## src/rtl/core/gdgf_pkg.sv

```systemverilog
`timescale 1ns / 1ps
package gdgf_pkg;

  // Field widths
  localparam int VALUE_W = 32;
  localparam int X_W     = 9;
  localparam int Y_W     = 9;
  localparam int COLOR_W = 16;
  localparam int CODE_W  = 4;

  // Decimal conversion
  localparam int DEC_DIGITS = 10;
  localparam int BCD_W      = DEC_DIGITS * 4;
  localparam int NDIG_W     = 4;
  localparam int BITCNT_W   = $clog2(VALUE_W);

  // Glyph geometry and limits
  localparam int GLYPH_WIDTH_DEF = 16;
  localparam int MAX_RESULTS     = 45;
  localparam int CNT_W           = 5;
  localparam int PADN_W          = 6;

  // Glyph codes
  localparam logic [CODE_W-1:0] CODE_SEP   = 4'd10;
  localparam logic [CODE_W-1:0] CODE_BLANK = 4'd14;

  typedef struct packed {
    logic [VALUE_W-1:0] value;
    logic [X_W-1:0]     right_x;
    logic [X_W-1:0]     pad_start_x;
    logic [Y_W-1:0]     row_y;
    logic [COLOR_W-1:0] ink_color;
  } in_item_t;

  typedef struct packed {
    logic [CODE_W-1:0]  glyph_code;
    logic [X_W-1:0]     glyph_x;
    logic [Y_W-1:0]     glyph_y;
    logic [COLOR_W-1:0] glyph_color;
    logic               last_glyph;
  } out_glyph_t;

  // Converted number handed from front to back
  typedef struct packed {
    logic [BCD_W-1:0]   bcd;
    logic [NDIG_W-1:0]  num_digits;
    logic [X_W-1:0]     right_x;
    logic [X_W-1:0]     pad_start_x;
    logic [Y_W-1:0]     row_y;
    logic [COLOR_W-1:0] ink_color;
  } job_t;

  // Separators needed for a digit count: (n-1)/3
  function automatic logic [1:0] sep_count(input logic [NDIG_W-1:0] n);
    logic [1:0] r;
    case (n)
      4'd4, 4'd5, 4'd6: r = 2'd1;
      4'd7, 4'd8, 4'd9: r = 2'd2;
      4'd10:            r = 2'd3;
      default:          r = 2'd0;
    endcase
    return r;
  endfunction

  // Position in group of the top digit: (n-1)%3
  function automatic logic [1:0] top_phase(input logic [NDIG_W-1:0] n);
    logic [1:0] r;
    case (n)
      4'd2, 4'd5, 4'd8:  r = 2'd1;
      4'd3, 4'd6, 4'd9:  r = 2'd2;
      default:           r = 2'd0;
    endcase
    return r;
  endfunction

endpackage

```

## src/rtl/core/grouped_decimal_glyph_formatter.sv

```systemverilog
`timescale 1ns / 1ps
// Formats a 32-bit unsigned value as right-aligned decimal glyphs with a
// separator before every third digit from the right, preceded by blank glyphs
// from pad_start_x up to the text start. Raise start with an item while busy is
// low; the glyphs of a number then appear one per cycle, with a gap between the
// blanks and the digits, out_valid high for one cycle each, and must be taken at
// once since the output cannot be stalled. The front loads the number, runs the
// 32 shift-and-adjust steps of the binary to BCD converter and hands the result
// over to a two-entry queue; it holds busy high from the transfer until the
// handover, longer while the queue is full. The back pops a number, sets up,
// then emits its glyphs (blanks, digits, separators, at most 45), and overlaps
// the conversion of the next number.
module grouped_decimal_glyph_formatter
  import gdgf_pkg::*;
#(
  parameter int GLYPH_WIDTH = GLYPH_WIDTH_DEF
) (
  input  logic       clk,
  input  logic       rst_n,
  input  logic       start,
  output logic       busy,
  input  in_item_t   in_item,
  output logic       out_valid,
  output out_glyph_t out_glyph
);

  logic q_push, q_full, q_pop, q_empty;
  job_t q_data, q_head;

  gdgf_front u_front (
    .clk     (clk),
    .rst_n   (rst_n),
    .start   (start),
    .busy    (busy),
    .in_item (in_item),
    .q_full  (q_full),
    .q_push  (q_push),
    .q_data  (q_data)
  );

  gdgf_queue u_queue (
    .clk       (clk),
    .rst_n     (rst_n),
    .push      (q_push),
    .push_data (q_data),
    .full      (q_full),
    .pop       (q_pop),
    .empty     (q_empty),
    .head      (q_head)
  );

  gdgf_back #(
    .GLYPH_WIDTH (GLYPH_WIDTH)
  ) u_back (
    .clk       (clk),
    .rst_n     (rst_n),
    .q_empty   (q_empty),
    .q_head    (q_head),
    .q_pop     (q_pop),
    .out_valid (out_valid),
    .out_glyph (out_glyph)
  );

endmodule

```

## src/rtl/core/gdgf_front.sv

```systemverilog
`timescale 1ns / 1ps
module gdgf_front
  import gdgf_pkg::*;
(
  input  logic     clk,
  input  logic     rst_n,
  input  logic     start,
  output logic     busy,
  input  in_item_t in_item,
  input  logic     q_full,
  output logic     q_push,
  output job_t     q_data
);

  localparam logic [1:0] F_IDLE = 2'd0;
  localparam logic [1:0] F_CONV = 2'd1;
  localparam logic [1:0] F_PUSH = 2'd2;

  logic [1:0]          state_r, state_nxt;
  logic [VALUE_W-1:0]  bin_r, bin_nxt;
  logic [BCD_W-1:0]    bcd_r, bcd_nxt;
  logic [BITCNT_W-1:0] bit_cnt_r, bit_cnt_nxt;
  in_item_t            item_r, item_nxt;
  logic [BCD_W-1:0]    bcd_adj;
  logic [NDIG_W-1:0]   num_digits;

  // Add three to every BCD digit of five or more
  always_comb begin
    for (int d = 0; d < DEC_DIGITS; d++) begin
      if (bcd_r[d*4 +: 4] >= 4'd5) begin
        bcd_adj[d*4 +: 4] = bcd_r[d*4 +: 4] + 4'd3;
      end else begin
        bcd_adj[d*4 +: 4] = bcd_r[d*4 +: 4];
      end
    end
  end

  // Count significant digits, zero shows as one digit
  always_comb begin
    num_digits = NDIG_W'(1);
    for (int d = 1; d < DEC_DIGITS; d++) begin
      if (bcd_r[d*4 +: 4] != 4'd0) begin
        num_digits = NDIG_W'(d + 1);
      end
    end
  end

  always_comb begin
    state_nxt   = state_r;
    bin_nxt     = bin_r;
    bcd_nxt     = bcd_r;
    bit_cnt_nxt = bit_cnt_r;
    item_nxt    = item_r;
    q_push      = 1'b0;
    unique case (state_r)
      F_IDLE: begin
        if (start) begin
          item_nxt    = in_item;
          bin_nxt     = in_item.value;
          bcd_nxt     = '0;
          bit_cnt_nxt = '0;
          state_nxt   = F_CONV;
        end
      end
      F_CONV: begin
        {bcd_nxt, bin_nxt} = {bcd_adj[BCD_W-2:0], bin_r, 1'b0};
        bit_cnt_nxt        = bit_cnt_r + BITCNT_W'(1);
        if (bit_cnt_r == BITCNT_W'(VALUE_W - 1)) begin
          state_nxt = F_PUSH;
        end
      end
      F_PUSH: begin
        if (!q_full) begin
          q_push    = 1'b1;
          state_nxt = F_IDLE;
        end
      end
      default: state_nxt = F_IDLE;
    endcase
  end

  assign busy               = (state_r != F_IDLE);
  assign q_data.bcd         = bcd_r;
  assign q_data.num_digits  = num_digits;
  assign q_data.right_x     = item_r.right_x;
  assign q_data.pad_start_x = item_r.pad_start_x;
  assign q_data.row_y       = item_r.row_y;
  assign q_data.ink_color   = item_r.ink_color;

  always_ff @(posedge clk) begin
    if (!rst_n) begin
      state_r <= F_IDLE;
    end else begin
      state_r <= state_nxt;
    end
    bin_r     <= bin_nxt;
    bcd_r     <= bcd_nxt;
    bit_cnt_r <= bit_cnt_nxt;
    item_r    <= item_nxt;
  end

endmodule

```

## src/rtl/core/gdgf_queue.sv

```systemverilog
`timescale 1ns / 1ps
module gdgf_queue
  import gdgf_pkg::*;
(
  input  logic clk,
  input  logic rst_n,
  input  logic push,
  input  job_t push_data,
  output logic full,
  input  logic pop,
  output logic empty,
  output job_t head
);

  job_t       entry_r [2];
  logic       wr_ptr_r, rd_ptr_r;
  logic [1:0] fill_r;

  assign full  = (fill_r == 2'd2);
  assign empty = (fill_r == 2'd0);
  assign head  = entry_r[rd_ptr_r];

  // Hold payload, advance pointers on each transfer
  always_ff @(posedge clk) begin
    if (!rst_n) begin
      wr_ptr_r <= 1'b0;
      rd_ptr_r <= 1'b0;
      fill_r   <= 2'd0;
    end else begin
      if (push) wr_ptr_r <= ~wr_ptr_r;
      if (pop)  rd_ptr_r <= ~rd_ptr_r;
      if (push && !pop) begin
        fill_r <= fill_r + 2'd1;
      end else if (pop && !push) begin
        fill_r <= fill_r - 2'd1;
      end
    end
    if (push) entry_r[wr_ptr_r] <= push_data;
  end

endmodule

```

## src/rtl/core/gdgf_back.sv

```systemverilog
`timescale 1ns / 1ps
module gdgf_back
  import gdgf_pkg::*;
#(
  parameter int GLYPH_WIDTH = GLYPH_WIDTH_DEF
) (
  input  logic       clk,
  input  logic       rst_n,
  input  logic       q_empty,
  input  job_t       q_head,
  output logic       q_pop,
  output logic       out_valid,
  output out_glyph_t out_glyph
);

  // Column arithmetic needs room for one glyph past the last column
  localparam int COL_W = $clog2((1 << X_W) + GLYPH_WIDTH);
  localparam logic [COL_W-1:0] GW_C = COL_W'(GLYPH_WIDTH);

  localparam logic [1:0] B_IDLE  = 2'd0;
  localparam logic [1:0] B_SETUP = 2'd1;
  localparam logic [1:0] B_PAD   = 2'd2;
  localparam logic [1:0] B_EMIT  = 2'd3;

  logic [1:0]        state_r, state_nxt;
  job_t              job_r, job_nxt;
  logic [COL_W-1:0]  start_r, start_nxt;
  logic [COL_W-1:0]  col_r, col_nxt;
  logic [PADN_W-1:0] padn_r, padn_nxt;
  logic [PADN_W-1:0] limit_r, limit_nxt;
  logic [X_W-1:0]    x_r, x_nxt;
  logic [NDIG_W-1:0] k_r, k_nxt;
  logic [1:0]        ph_r, ph_nxt;
  logic              sep_pend_r, sep_pend_nxt;
  logic              valid_nxt, out_valid_r;
  out_glyph_t        glyph_nxt, out_glyph_r;

  logic [CNT_W-1:0]  count;
  logic [COL_W-1:0]  span;
  logic [COL_W-1:0]  right_ext;

  // Glyph count and text span of the current number
  assign count     = CNT_W'(job_r.num_digits) + CNT_W'(sep_count(job_r.num_digits));
  assign span      = COL_W'(count) * GW_C;
  assign right_ext = COL_W'(job_r.right_x);

  always_comb begin
    state_nxt    = state_r;
    job_nxt      = job_r;
    start_nxt    = start_r;
    col_nxt      = col_r;
    padn_nxt     = padn_r;
    limit_nxt    = limit_r;
    x_nxt        = x_r;
    k_nxt        = k_r;
    ph_nxt       = ph_r;
    sep_pend_nxt = sep_pend_r;
    q_pop        = 1'b0;
    valid_nxt    = 1'b0;
    glyph_nxt.glyph_code  = CODE_BLANK;
    glyph_nxt.glyph_x     = x_r;
    glyph_nxt.glyph_y     = job_r.row_y;
    glyph_nxt.glyph_color = job_r.ink_color;
    glyph_nxt.last_glyph  = 1'b0;
    unique case (state_r)
      B_IDLE: begin
        if (!q_empty) begin
          q_pop     = 1'b1;
          job_nxt   = q_head;
          state_nxt = B_SETUP;
        end
      end
      // Right-align, clamp at column zero, cap the blank count
      B_SETUP: begin
        start_nxt = (right_ext >= span) ? right_ext - span : '0;
        col_nxt   = COL_W'(job_r.pad_start_x);
        padn_nxt  = '0;
        limit_nxt = PADN_W'(MAX_RESULTS) - PADN_W'(count);
        state_nxt = B_PAD;
      end
      B_PAD: begin
        if (col_r <= start_r && padn_r < limit_r) begin
          valid_nxt         = 1'b1;
          glyph_nxt.glyph_x = col_r[X_W-1:0];
          col_nxt           = col_r + GW_C;
          padn_nxt          = padn_r + PADN_W'(1);
        end else begin
          x_nxt        = start_r[X_W-1:0];
          k_nxt        = job_r.num_digits - NDIG_W'(1);
          ph_nxt       = top_phase(job_r.num_digits);
          sep_pend_nxt = 1'b0;
          state_nxt    = B_EMIT;
        end
      end
      // Most significant digit first, separator after each group but the last
      B_EMIT: begin
        valid_nxt = 1'b1;
        x_nxt     = x_r + X_W'(GLYPH_WIDTH);
        if (sep_pend_r) begin
          glyph_nxt.glyph_code = CODE_SEP;
          sep_pend_nxt         = 1'b0;
        end else begin
          glyph_nxt.glyph_code = job_r.bcd[{k_r, 2'b00} +: 4];
          if (k_r == '0) begin
            glyph_nxt.last_glyph = 1'b1;
            state_nxt            = B_IDLE;
          end else begin
            sep_pend_nxt = (ph_r == 2'd0);
            ph_nxt       = (ph_r == 2'd0) ? 2'd2 : ph_r - 2'd1;
            k_nxt        = k_r - NDIG_W'(1);
          end
        end
      end
      default: state_nxt = B_IDLE;
    endcase
  end

  assign out_valid = out_valid_r;
  assign out_glyph = out_glyph_r;

  always_ff @(posedge clk) begin
    if (!rst_n) begin
      state_r     <= B_IDLE;
      out_valid_r <= 1'b0;
    end else begin
      state_r     <= state_nxt;
      out_valid_r <= valid_nxt;
    end
    job_r       <= job_nxt;
    start_r     <= start_nxt;
    col_r       <= col_nxt;
    padn_r      <= padn_nxt;
    limit_r     <= limit_nxt;
    x_r         <= x_nxt;
    k_r         <= k_nxt;
    ph_r        <= ph_nxt;
    sep_pend_r  <= sep_pend_nxt;
    out_glyph_r <= glyph_nxt;
  end

endmodule

```

## config.mk

```make
export PLATFORM = sky130hd
export DESIGN_NAME = grouped_decimal_glyph_formatter
export DESIGN_NICKNAME = d
export VERILOG_FILES = /design/src/rtl/core/gdgf_pkg.sv /design/src/rtl/core/grouped_decimal_glyph_formatter.sv /design/src/rtl/core/gdgf_front.sv /design/src/rtl/core/gdgf_queue.sv /design/src/rtl/core/gdgf_back.sv
export SDC_FILE = /design/constraint.sdc
export NUM_CORES = 1
export LEC_CHECK = 0
export BUFFER_PORTS_ARGS = -buffer_cell sky130_fd_sc_hd__buf_4
export CORE_ASPECT_RATIO = 0.6
export CORE_MARGIN = 4
export CORE_UTILIZATION = 54
export CTS_CLUSTER_SIZE = 14
export DETAILED_ROUTE_END_ITERATION = 12
export PLACE_DENSITY_LB_ADDON = 0.05
export SYNTH_ARGS = -nofsm -noshare
export SYNTH_HDL_FRONTEND = slang
export SYNTH_SLANG_ARGS = --single-unit
```

## constraint.sdc

```tcl
create_clock -name clk -period 6.2 [get_ports clk]
set_input_delay 0.62 -clock clk [delete_from_list [all_inputs] [get_ports clk]]
set_output_delay 0.62 -clock clk [all_outputs]
set_load 0.01 [all_outputs]
```

==> summary.txt, run 1 <==
outcome = completed
arrival time at the worst endpoint = 4.04 ns
routed wirelength normalized by instance count = 18.4 um
final total power = 9070 uW
unrepaired setup endpoints after global routing = no
detailed-placement wirelength estimate = 21,500 um
slowest stage delay, CP = 0.65 ns
number of buffers on the longest clock path = 3
post-CTS setup buffer count = 0
async set or reset register ratio after synthesis = 0%
most frequently used flop master after synthesis = sky130_fd_sc_hd__edfxtp_1
cell-by-cell listing of the critical path = inv_1 > nand2_1 > a21oi_1 > a31o_2 > ha_1 > fa_1 > inv_1 > ha_1 > and3_1 > nor2b_1 > o221ai_2 > a21oi_2 > nor2b_1
combined area of all synthesized cells = 18,900 um2
number of antenna diodes = 0
cts-stage hold buffer count = 0
fin crit period = 3.76 ns
leading cell types in the layout, fill and taps excluded = 429 x sky130_fd_sc_hd__edfxtp_1, 135 x sky130_fd_sc_hd__nand2_1, 129 x sky130_fd_sc_hd__buf_4
global placer's final weighted congestion = 0.811
count of standard-cell rows = 52
mean cell area of the mapped netlist = 15.4 um2
FF+latch count, synth = 477
total clock buffers created by CTS = 43
TritonCTS Sinks = 477
quantity of I/O buffers inserted on ports = 118
Root Driver = sky130_fd_sc_hd__clkbuf_16
Worst-Skew Late Latency = 0.54 ns
post-placement cell count = 1,775
post-synth cell types = 59
worst-case headroom to the max-slew limit = 26.1%
wire length of the first global-routing pass = 53,700 um
number of antenna violations at the first check in global routing = 0
overall die area = 38,100 um2
Post-Synthesis Net Count = 1,356
total number of nets in the final design = 1,495
post-route fraction of the period consumed by the critical path = 60.7%
register clock-pin slew on the reported worst setup and hold paths = 0.07 ns
post-route clock skew = 0.0106 ns
# H-tree levels = 2
via count = 9,677
area growth from synthesis to final layout = 14.5%
crit path max fanout = 10
most common cell after layout, fill and taps aside = sky130_fd_sc_hd__edfxtp_1
number of fillers in the final layout = 2,553
CP endpoint kind = flop
worst setup path category = reg2reg
drt pass-1 iters = 5
number of global-route vias before repair = 9,644
peak clock frequency supported by timing = 0.266 GHz
Core Footprint = 34,100 um2
Slew @ Worst Pin = 1.11 ns
synthesized instance count = 1,222
I/O Pins = 119
gate family responsible for the most delay along the worst path = adder cells
setup violators final = 0
largest net degree at the start of global routing = 78
Post-Route Setup TNS = 0 ns
CTS tree = done
Cell Count, Final, Fillers Out = 1,852
worst IR drop on VDD = 0.251 mV
Yosys Warn Count = 0
die outline width = 249 um
total grt overflow = 0
CP Launch Type = flop
fraction of layout instances using a drive strength above 1 = 22.1%
starting utilization of the core area = 55.3%
post-route ant nets = 0
launch point of the worst reg-to-reg path = u_back.job_r[46]$_DFFE_PP_
number of remaining DRC errors = 0
Power per Cell Area = 420 nW/um2
WL final = 34,000 um
number of gates resized after CTS = 0
flop-to-flop setup slack = 2.44 ns
Hold Violations, Final = 0
start point of the worst hold path = in_item[17]
P_leak = 0.00785 uW
via-per-instance ratio = 5.23
Die Span Y = 153 um
First DRT Iteration DRCs = 622
CP startpoint = u_back.job_r[46]$_DFFE_PP_
global router's overall resource usage = 17.7%
share of synthesized area occupied by flip-flops and latches = 73.4%
cell with the biggest individual delay on the critical path = sky130_fd_sc_hd__fa_1
path category of the worst min-delay check = in2reg
Post-synth EDFFs = 429
Slew Viols, Final = 0
required time at the worst-slack endpoint = 6.47 ns
Bufs and invs on worst path = 2
total of max-cap violations = 0
[worst paths after layout]
path	endpoint	cells after the start
max	u_back.start_r[3]$_SDFFCE_PN0P_	13
min	u_front.q_data[17]$_DFFE_PP_	1
max reg2reg	u_back.start_r[3]$_SDFFCE_PN0P_	13
min reg2reg	u_back.out_glyph[16]$_DFF_P_	0
[cell families (layout without fill, tap and decap cells)]
family          count (synthesis)  after routing  synth area share, %
fa+ha+maj                      56             56                 3.79
buf+inv                        95            266                 2.02
xor+xnor                       51             51                 2.41
compound gates                109            109                 3.43
flops                         477            477                 73.4
simple gates                  315            315                 7.49
mux                           119            119                 7.48
[power breakdown]
part | internal [uW] | switching (uW)
Combinational | 865 | 1140
Sequential | 4240 | 335
Clock | 1370 | 1110
Total | 6480 | 2590
[stage by stage]
| step | hold slack, ns | setup WS, ns | utilization (%) | cell area [um2] |
|---|---|---|---|---|
| after floorplan | 0.323 | 1.04 | - | 18900 |
| after global placement | 0.324 | 2.61 | 59.6 | 20300 |
| after detailed placement | 0.327 | 2.49 | 59.6 | 20300 |
| after CTS | 0.218 | 2.46 | 63.4 | 21600 |
| after global routing | 0.222 | 2.16 | 63.4 | 21600 |
| final | 0.251 | 2.44 | 63.4 | 21600 |
[layout make-up]
class | instances | area, um2 | share of cell area (%)
clock inverters | 12 | 65.1 | 0.301
clock buffers | 65 | 1230 | 5.69
well taps | 459 | 574 | 2.66
flip-flops and latches | 477 | 13800 | 64.1
inverters | 59 | 223 | 1.03
multi-input cells | 650 | 4680 | 21.6
repair buffers | 130 | 988 | 4.58
[synthesized netlist by cell type (all sizes together), types with 21 or more instances]
library cell	count	area, um2
a21oi	56	292
clkbuf	21	80.1
dfxtp	48	961
edfxtp	429	12900
ha	54	676
inv	59	221
mux2	96	1080
nand2	135	507
nor2	85	319
nor2b	22	138
o21ai	27	135
xnor2	30	270
xor2	21	184
[per-layer routing]
metal | routed length (um) | vias to the layer above | share of wire [%] | global-route usage, %
li1 | - | 4706 | - | -
met3 | 1380 | 46 | 4.1 | 3.19
met5 | 0 | - | 0 | 0
met1 | 17700 | 4760 | 52 | 28.4
met4 | 477 | 0 | 1.4 | 3.45
met2 | 14400 | 165 | 42 | 25.9
[state kept, by name, indices dropped and copies added, names as in the netlist, 4 cells and up]
| register | flops |
|---|---|
| u_front.bit_cnt_r | 5 |
| u_back.col_r | 10 |
| u_back.limit_r | 6 |
| u_back.out_glyph | 39 |
| u_back.job_r | 62 |
| u_front.bin_r | 32 |
| u_back.x_r | 9 |
| u_front.q_data | 43 |
| u_back.glyph_nxt | 25 |
| u_back.padn_r | 6 |
| u_back.k_r | 4 |
| u_front.bcd_r | 40 |
| u_back.start_r | 10 |
| u_queue.entry_r | 174 |
(Power assumes the default switching activity.)
==> run 2, diff against run 1 <==
==> constraint.sdc (replaced) <==
create_clock -name clk -period 3.2 [get_ports clk]
set_input_delay 0.32 -clock clk [delete_from_list [all_inputs] [get_ports clk]]
set_output_delay 0.32 -clock clk [all_outputs]
set_load 0.01 [all_outputs]
==> run 2 against run 1 <==
Effect of this change:
- worst hold slack got worse by 0.21 ns
- critical path depth fell by 1
- first-iteration DRC count rose by 14%
- final area rose by 3.4%
- combinational power rose by 110%
- critical endpoint is now u_back.start_r[2]$_SDFFCE_PN0P_
- largest cell class unchanged
==> summary.txt, run 2 (same netlist as run 1, synthesis figures left out) <==
worst setup path category = reg2reg
Post-Route Setup TNS = 0 ns (unchanged)
count of standard-cell rows = 52 (unchanged)
Slew Viols, Final = 0 (unchanged)
unrepaired setup endpoints after global routing = yes
Post-Route Hold Slack = 0.0389 ns (-0.212 ns)
First DRT Iteration DRCs = 709 (+14%)
largest net degree at the start of global routing = 88 (+13%)
die outline width = 249 um (unchanged)
Core Footprint = 34,100 um2 (unchanged)
path category of the worst min-delay check = in2reg
outcome = completed
max reg flops = 174 (unchanged)
worst-case headroom to the max-slew limit = 46.7% (+21 points)
number of buffers on the longest clock path = 3 (unchanged)
P_leak = 0.00817 uW (+4.1%)
Slew @ Worst Pin = 0.799 ns (-0.309 ns)
final total power = 18,100 uW (+99%)
total of max-cap violations = 0 (unchanged)
Power per Cell Area = 809 nW/um2 (+93%)
via count = 10,100 (+4.3%)
register with the highest flop count = u_queue.entry_r
CP Launch Type = flop
post-route fraction of the period consumed by the critical path = 94.4% (+34 points)
drt pass-1 iters = 5 (unchanged)
quantity of I/O buffers inserted on ports = 118 (unchanged)
worst IR drop on VDD = 0.535 mV (+110%)
Worst-Skew Late Latency = 0.56 ns (+0.02 ns)
total grt overflow = 0 (unchanged)
total number of nets in the final design = 1,552 (+3.8%)
# H-tree levels = 2 (unchanged)
WL final = 35,500 um (+4.4%)
TritonCTS Sinks = 477 (unchanged)
post-route clock skew = 0.0178 ns (+0.00723 ns)
end-of-flow core utilization = 65.5% (+2.2 points)
Root Driver = sky130_fd_sc_hd__clkbuf_16
number of global-route vias before repair = 9,919 (+2.9%)
number of remaining DRC errors = 0 (unchanged)
fin crit period = 3.02 ns (-0.745 ns)
leading cell types in the layout, fill and taps excluded = 429 x sky130_fd_sc_hd__edfxtp_1, 135 x sky130_fd_sc_hd__buf_4, 134 x sky130_fd_sc_hd__nand2_1
global placer's final weighted congestion = 0.854 (+5.3%)
wire length of the first global-routing pass = 56,000 um (+4.3%)
I/O Pins = 119 (unchanged)
arrival time at the worst endpoint = 3.31 ns (-0.73 ns)
number of antenna diodes = 0 (unchanged)
number of antenna violations at the first check in global routing = 0 (unchanged)
fraction of layout instances using a drive strength above 1 = 22.7% (+0.64 points)
setup violators final = 0 (unchanged)
register clock-pin slew on the reported worst setup and hold paths = 0.06 ns (about the same)
number of fillers in the final layout = 2,466 (-3.4%)
overall die area = 38,100 um2 (unchanged)
starting utilization of the core area = 55.3% (unchanged)
area growth from synthesis to final layout = 18.4%
CP endpoint kind = flop
detailed-placement wirelength estimate = 21,800 um (+1.4%)
required time at the worst-slack endpoint = 3.49 ns (-2.98 ns)
CTS tree = done
global router's overall resource usage = 18.6% (+0.85 points)
most common cell after layout, fill and taps aside = sky130_fd_sc_hd__edfxtp_1
Hold Violations, Final = 0 (unchanged)
via-per-instance ratio = 5.28 (+0.96%)
post-route ant nets = 0 (unchanged)
routed wirelength normalized by instance count = 18.6 um (+1.0%)
total clock buffers created by CTS = 45 (+4.7%)
Die Span Y = 153 um (unchanged)
peak clock frequency supported by timing = 0.331 GHz (+25%)
post-CTS setup buffer count = 0 (unchanged)
crit path max fanout = 8 (-2)
[run 2: cell count changes in the layout (fill, tap and decap cells not counted), sizes merged]
cell	delta
clkbuf	-2
bufinv	+1
clkinv	+7
dlygate4sd3	+43
inv	-2
clkinvlp	+3
buf	+12
[run 2: report_power, final]
group / switching, uW / internal (uW) / total [uW] / leakage [uW]
clock: 2230 / 2860 / 5080 / 0.000679
sequential: 650 / 8200 / 8850 / 0.00441
combinational: 2310 / 1830 / 4140 / 0.00308
total: 5180 / 12900 / 18100 / 0.00817
[run 2: metal layers]
| metal | wire length (um) | vias up | track usage [%] |
|---|---|---|---|
| met2 | 15300 | 222 | 27.1 |
| met5 | 0 | - | 0 |
| met4 | 449 | 0 | 3.72 |
| li1 | - | 4833 | - |
| met3 | 1870 | 44 | 3.51 |
| met1 | 17900 | 4998 | 29.5 |
[run 2: final timing paths]
check	cells past startpoint	start	end	slack [ns]
min reg2reg	0	u_back.glyph_nxt[4]$_DFFE_PP_	u_back.out_glyph[4]$_DFF_P_	0.34
max reg2reg	12	u_back.job_r[45]$_DFFE_PP_	u_back.start_r[2]$_SDFFCE_PN0P_	0.18
min	2	rst_n	u_back.state_r[0]$_SDFFE_PN0P_	0.04
max	12	u_back.job_r[45]$_DFFE_PP_	u_back.start_r[2]$_SDFFCE_PN0P_	0.18
[run 2: timing repair]
| item | CTS | global route |
|---|---|---|
| hold endpoints to repair | 43 | 0 |
| setup endpoints to repair | 0 | 10 |
| resized for setup | 0 | 4 |
| hold buffers | 43 | 0 |
[run 2: critical path, cell delays in order (launching register included)]
cell	delay [ns]
sky130_fd_sc_hd__edfxtp_1	0.44
sky130_fd_sc_hd__nand2_2	0.14
sky130_fd_sc_hd__a21oi_1	0.06
sky130_fd_sc_hd__a31o_2	0.23
sky130_fd_sc_hd__ha_1	0.21
sky130_fd_sc_hd__fa_1	0.51
sky130_fd_sc_hd__inv_1	0.08
sky130_fd_sc_hd__ha_1	0.29
sky130_fd_sc_hd__and3_1	0.16
sky130_fd_sc_hd__nor2b_1	0.14
sky130_fd_sc_hd__o221ai_2	0.14
sky130_fd_sc_hd__a21oi_4	0.26
sky130_fd_sc_hd__nor2b_1	0.10
[run 2: cell type report]
cell class	instances	area (um2)	share of cell area, %
multi-input combinational	650	4700	21.1
inverter	59	223	0.997
sequential	477	13800	62.0
timing repair buffer	185	1580	7.09
clock buffer	63	1270	5.67
tap	459	574	2.57
clock inverter	21	140	0.627
[run 2: per-stage QoR]
step	setup WS (ns)	area (um2)	std cells
3_5_place_dp	0.0923	20500	1787
2_1_floorplan	0.0500	18900	1222
5_1_grt	-0.00159	22300	1914
3_3_place_gp	0.159	20500	1787
6_report	0.180	22300	1914
4_1_cts	0.0602	22300	1914
